**config.mk**
```make
export PLATFORM = sky130hd
export DESIGN_NAME = afct_plane_cell
export DESIGN_NICKNAME = d
export VERILOG_FILES = /design/src/rtl/core/afct_pkg.sv /design/src/rtl/core/afct_plane_cell.sv
export SDC_FILE = /design/constraint.sdc
export NUM_CORES = 2
export LEC_CHECK = 0
export ABC_AREA = 1
export BUFFER_PORTS_ARGS = -buffer_cell sky130_fd_sc_hd__buf_2
export CAP_MARGIN = 20
export CORE_MARGIN = 2
export CORE_UTILIZATION = 40
export DETAILED_ROUTE_END_ITERATION = 8
export GPL_TIMING_DRIVEN = 0
export HOLD_SLACK_MARGIN = 0.02
export PLACE_DENSITY = 0.69
export SLEW_MARGIN = 0
export SYNTH_ARGS = -nofsm -noshare
export SYNTH_HDL_FRONTEND = slang
export SYNTH_SLANG_ARGS = --single-unit
```
**constraint.sdc**
```tcl
create_clock -name clk -period 5.95 [get_ports clk]
set_input_delay 0.595 -clock clk [delete_from_list [all_inputs] [get_ports clk]]
set_output_delay 0.595 -clock clk [all_outputs]
set_load 0.01 [all_outputs]
```
**src/rtl/core/afct_pkg.sv**
```systemverilog
// shared types and constants for the aabb frustum cull test unit
`default_nettype none

package afct_pkg;

  localparam int COORD_WIDTH      = 16;
  localparam int NORMAL_FRAC_BITS = 14;
  localparam int PLANE_COUNT      = 6;
  localparam int FIELD_WIDTH      = 16;
  localparam int CFG_DATA_WIDTH   = 4 * FIELD_WIDTH;
  localparam int CFG_INDEX_WIDTH  = 3;

  localparam int PROD_WIDTH = COORD_WIDTH + FIELD_WIDTH;
  localparam int DIST_WIDTH = FIELD_WIDTH + NORMAL_FRAC_BITS;
  localparam int ACC_WIDTH  = ((PROD_WIDTH > DIST_WIDTH) ? PROD_WIDTH : DIST_WIDTH) + 2;

  localparam logic [CFG_INDEX_WIDTH-1:0] REG_PLANE_LEFT   = CFG_INDEX_WIDTH'(0);
  localparam logic [CFG_INDEX_WIDTH-1:0] REG_PLANE_RIGHT  = CFG_INDEX_WIDTH'(1);
  localparam logic [CFG_INDEX_WIDTH-1:0] REG_PLANE_BOTTOM = CFG_INDEX_WIDTH'(2);
  localparam logic [CFG_INDEX_WIDTH-1:0] REG_PLANE_TOP    = CFG_INDEX_WIDTH'(3);
  localparam logic [CFG_INDEX_WIDTH-1:0] REG_PLANE_NEAR   = CFG_INDEX_WIDTH'(4);
  localparam logic [CFG_INDEX_WIDTH-1:0] REG_PLANE_FAR    = CFG_INDEX_WIDTH'(5);

  typedef struct packed {
    logic signed [COORD_WIDTH-1:0] box_min_x;
    logic signed [COORD_WIDTH-1:0] box_min_y;
    logic signed [COORD_WIDTH-1:0] box_min_z;
    logic signed [COORD_WIDTH-1:0] box_max_x;
    logic signed [COORD_WIDTH-1:0] box_max_y;
    logic signed [COORD_WIDTH-1:0] box_max_z;
  } box_t;

  typedef struct packed {
    logic visible;
    logic box_empty;
  } result_t;

  typedef struct packed {
    logic signed [FIELD_WIDTH-1:0] offset;
    logic signed [FIELD_WIDTH-1:0] nz;
    logic signed [FIELD_WIDTH-1:0] ny;
    logic signed [FIELD_WIDTH-1:0] nx;
  } plane_t;

  // one box moving down the row of plane cells
  typedef struct packed {
    logic    valid;
    box_t    box;
    logic    visible;
    logic    empty;
  } token_t;

endpackage

`default_nettype wire

```
**src/rtl/core/afct_plane_cell.sv**
```systemverilog
// one plane test cell: corner select and products, then sum and sign
`default_nettype none

module afct_plane_cell (
  input  wire logic              clk,
  input  wire logic              rst,
  input  wire logic              plane_we,
  input  wire afct_pkg::plane_t  plane_data,
  input  wire afct_pkg::token_t  tok_in,
  output afct_pkg::token_t       tok_out
);
  import afct_pkg::*;

  plane_t plane;

  logic signed [COORD_WIDTH-1:0] px, py, pz;
  logic signed [PROD_WIDTH-1:0]  prod_x_next, prod_y_next, prod_z_next;
  logic signed [PROD_WIDTH-1:0]  prod_x, prod_y, prod_z;
  logic signed [ACC_WIDTH-1:0]   dist_sh;
  logic signed [ACC_WIDTH-1:0]   acc;
  token_t                        tok_a;
  token_t                        tok_b;

  always_ff @(posedge clk) begin
    if (rst) begin
      plane <= '0;
    end else if (plane_we) begin
      plane <= plane_data;
    end
  end

  // farthest corner along the normal
  assign px = (plane.nx >= 0) ? tok_in.box.box_max_x : tok_in.box.box_min_x;
  assign py = (plane.ny >= 0) ? tok_in.box.box_max_y : tok_in.box.box_min_y;
  assign pz = (plane.nz >= 0) ? tok_in.box.box_max_z : tok_in.box.box_min_z;

  assign prod_x_next = plane.nx * px;
  assign prod_y_next = plane.ny * py;
  assign prod_z_next = plane.nz * pz;

  always_ff @(posedge clk) begin
    if (rst) begin
      tok_a.valid <= 1'b0;
    end else begin
      tok_a.valid <= tok_in.valid;
    end
    tok_a.box     <= tok_in.box;
    tok_a.visible <= tok_in.visible;
    tok_a.empty   <= tok_in.empty;
    prod_x        <= prod_x_next;
    prod_y        <= prod_y_next;
    prod_z        <= prod_z_next;
    dist_sh       <= ACC_WIDTH'(plane.offset) <<< NORMAL_FRAC_BITS;
  end

  assign acc = ACC_WIDTH'(prod_x) + ACC_WIDTH'(prod_y) + ACC_WIDTH'(prod_z) + dist_sh;

  always_ff @(posedge clk) begin
    if (rst) begin
      tok_b.valid <= 1'b0;
    end else begin
      tok_b.valid <= tok_a.valid;
    end
    tok_b.box     <= tok_a.box;
    tok_b.visible <= tok_a.visible & (tok_a.empty | ~acc[ACC_WIDTH-1]);
    tok_b.empty   <= tok_a.empty;
  end

  assign tok_out = tok_b;

endmodule

`default_nettype wire
```
==> impl_metrics.py <==
metrics = {
    "routing": {
        "drc": 0,
        "drt-wirelength-per-cell_um": 18.5,
        "postRouteAntennaNets": 0,
        "vias": 30900,
        "first_iter_violations": 2197,
        "dr.pass1.iters": 8,
        "viasPerCell": 4.94,
        "finalWirelength_mm": 116,
    },
    "floorplanning": {
        "dieArea_sq_um": 104000,
        "io_pins": 265,
        "die_x_um": 323,
        "start_util_pct": 40.5,
        "die_y_um": 323,
        "rows": 116,
        "core_area_sq_um": 100000,
    },
    "timing": {
        "period_minus_slack_ns": 5.92,
        "maxSlewViolCount": 0,
        "setup_viol": 0,
        "worst_slew_pin_slew_ns": 0.912,
        "hold_violations": 0,
        "slew_headroom_pct": 39.2,
        "post-route-period-util_pct": 99.5,
        "fmaxAchievable_mhz": 169,
        "rsz0062_at_grt": "yes",
        "clock_skew_ns": 0.0290,
    },
    "critical_path": {
        "critPathArrivalTime_ns": 6.39,
        "worst_setup_path_end_kind": "register",
        "r2r_end": "prod_x[26]",
        "r2r_slack_ns": 0.03,
        "startpoint_type": "register",
        "path_class": "register to register",
        "cp.required_ns": 6.42,
        "reg2reg_from": "plane[15]",
        "worst_r2r_path_depth": 24,
        "cp_max_fo": 8,
        "crit_path_end": "prod_x[26]",
        "crit_start": "plane[15]",
    },
    "finish": {
        "syn2layout_area_growth_pct": 18.1,
        "instances_no_fill": 6252,
        "multi_input_area_sq_um": 30500,
        "num-fill-cells": 9482,
        "drive_above_1_share_pct": 19.7,
        "regArea_sq_um": 7500,
        "nets": 6156,
        "final_area_sq_um": 48000,
        "antenna_cells": 0,
    },
    "global_route": {
        "grt_pass1_wl_mm": 179,
        "grt_pass1_vias": 32300,
        "grt.total_usage_pct": 22.2,
        "gr-total-overflow": 0,
        "grt_max_degree": 16,
        "antenna_found_initial": 0,
    },
    "placed_design": {
        "dp_hpwl_mm": 96.6,
        "port_buffers": 262,
        "gp_congestion": 0.973,
        "postPlaceCellArea_sq_um": 43700,
        "dp_cells": 6086,
    },
    "logic_synthesis": {
        "ys_seq_area_share_pct": 18.4,
        "syn_area_per_cell_sq_um": 9.11,
        "synthCells": 4466,
        "syn_nets": 5757,
        "yosys_warnings": 0,
        "synth_ff_type": "dfxtp_1",
        "synth_area_sq_um": 40700,
        "ys_ff_latch": 374,
        "async_reset_ff_share_pct": 0,
        "synth_cell_types": 45,
        "synth_edf_count": 0,
    },
    "clocking": {
        "cts.path.max_buffers": 3,
        "clk_pin_slew_ns": 0.06,
        "htreeDepth": 2,
        "cts_buffers": 40,
        "cts-root-buf": "clkbuf_16",
        "insertion_delay_ns": 0.58,
        "postCtsHoldBufs": 0,
        "cts_tree": "yes",
        "numClockSinks": 374,
    },
    "run_status": {
        "outcome": "finished clean",
    },
    "flow_run": {
        "drv_cap": 0,
    },
    "min_path": {
        "min_path_type": "input pin to register",
    },
}
## cell type report
type | instances | share of cell area [%]
multi-input cells | 2927 | 63.6
well taps | 1357 | 3.53
repair inverters | 1 | 0.0104
repair buffers | 380 | 4.85
flip-flops and latches | 374 | 15.6
inverters | 1051 | 8.39
clock buffers | 56 | 2.37
clock inverters | 16 | 0.266
plain buffers | 90 | 1.40
## worst min path at each step
stage               startpoint           to  slack, ns  cells past startpoint
floorplan            tok_a[10]  tok_out[10]       0.31                      0
global placement     tok_a[53]  tok_out[53]       0.31                      0
detailed placement   tok_a[16]  tok_out[16]       0.31                      0
CTS                  tok_in[0]     tok_a[0]       0.09                      1
global route         tok_in[0]     tok_a[0]        0.1                      1
finish               tok_in[0]     tok_a[0]       0.12                      1
## logic make-up (layout without fill, tap and decap cells)
group	count (synthesis)	count (layout)	synth area share (%)
flops	374	374	18.4
xor+xnor	100	100	2.15
fa+ha+maj	1125	1125	50.0
mux	2	2	0.0584
simple gates	1369	1369	13.4
compound gates	331	331	4.95
buf+inv	1165	1594	11.0
## critical path, stage by stage, from the launching register on
cell     delay (ns)
dfxtp_4        0.41
inv_6          0.09
buf_12         0.16
buf_4          0.15
a21oi_4        0.14
buf_6          0.15
nor2_1         0.06
fa_1           0.54
inv_1          0.06
fa_1           0.53
inv_1          0.05
fa_1           0.49
fa_2           0.51
fa_1           0.53
inv_1          0.05
fa_2           0.57
inv_2          0.06
ha_4           0.30
nand4_1        0.17
nor2_4         0.18
nand4_1        0.12
nand3_2        0.12
nand2_1        0.06
nand2_1        0.09
xor2_1         0.23
## synth_stat cells, types with 4 or more instances
cell type | instances | area, sq um
inv_1 | 1025 | 3850
fa_1 | 836 | 16700
nand2_1 | 640 | 2400
nor2_1 | 558 | 2090
dfxtp_1 | 374 | 7490
ha_1 | 289 | 3620
a21oi_1 | 148 | 741
nand3_1 | 75 | 375
clkbuf_1 | 61 | 229
xor2_1 | 60 | 526
o21ai_0 | 57 | 285
a211oi_1 | 48 | 360
buf_2 | 45 | 225
xnor2_1 | 40 | 350
nor3_1 | 28 | 140
nand4_1 | 24 | 150
o21ai_2 | 20 | 175
clkinv_1 | 19 | 71.3
or2_2 | 16 | 100
a21o_1 | 13 | 97.6
o21bai_1 | 13 | 97.6
nand2_2 | 8 | 50.1
inv_2 | 7 | 26.3
o21ai_1 | 7 | 35.0
a21oi_2 | 6 | 52.6
nand3b_1 | 4 | 30.0
nor2_2 | 4 | 25.0
nor3_2 | 4 | 40.0
o21a_1 | 4 | 30.0
## per-layer routing
metal | GRT usage [%] | share of wire [%] | vias up
met4 | 9.26 | 4.8 | 0
met1 | 28.5 | 39 | 15400
met3 | 3.75 | 7.2 | 294
met2 | 37.3 | 49 | 1210
li1 | - | - | 14000
met5 | 0 | 0 | -
## cell usage in the layout, fill, tap and decap left out, types with 16 or more instances in the layout
| master | count |
|---|---|
| nand3_1 | 62 |
| o21ai_4 | 16 |
| ha_1 | 241 |
| buf_2 | 274 |
| xnor2_1 | 40 |
| a21oi_2 | 41 |
| dfxtp_1 | 368 |
| ha_4 | 34 |
| a21oi_1 | 90 |
| o21ai_2 | 19 |
| nand2_2 | 53 |
| buf_4 | 107 |
| clkinv_2 | 22 |
| a211oi_1 | 48 |
| inv_1 | 968 |
| nor3_2 | 23 |
| o21ai_0 | 29 |
| nor2_4 | 18 |
| buf_6 | 23 |
| nand2_1 | 586 |
| nand4_1 | 24 |
| nor2_1 | 488 |
| inv_2 | 48 |
| fa_1 | 807 |
| a21oi_4 | 24 |
| clkbuf_1 | 47 |
| nor2_2 | 56 |
| xor2_1 | 54 |
| fa_2 | 29 |
| clkbuf_16 | 43 |
| o21ai_1 | 20 |
## timing repair
action / CTS / global route
resized for setup: 225 / 421
endpoints found under the setup margin: 63 / 59
cloned: 1 / 5
pin swaps: 16 / 105
setup buffers: 27 / 85
hold endpoints to repair: 0 / 0
## state kept, by name, indices dropped and copies added (netlist names)
signal,cells
prod_y,32
dist_sh,16
prod_x,32
tok_out,99
plane,64
prod_z,32
tok_a,99
## through the flow
step                TNS, ns  utilization (%)  hold WS, ns  setup WS, ns
global route          -1.01             47.8       0.0985        -0.149
global placement     -43.01             43.5        0.310         -1.15
detailed placement   -44.51             43.5        0.312         -1.13
finish                    0             47.8        0.124        0.0279
floorplan                 0                -        0.310         0.213
CTS                  -0.114             45.7       0.0857       -0.0347
Power is not shown: default switching activity piles up to over one toggle a cycle in this logic, so the estimate is an artifact.
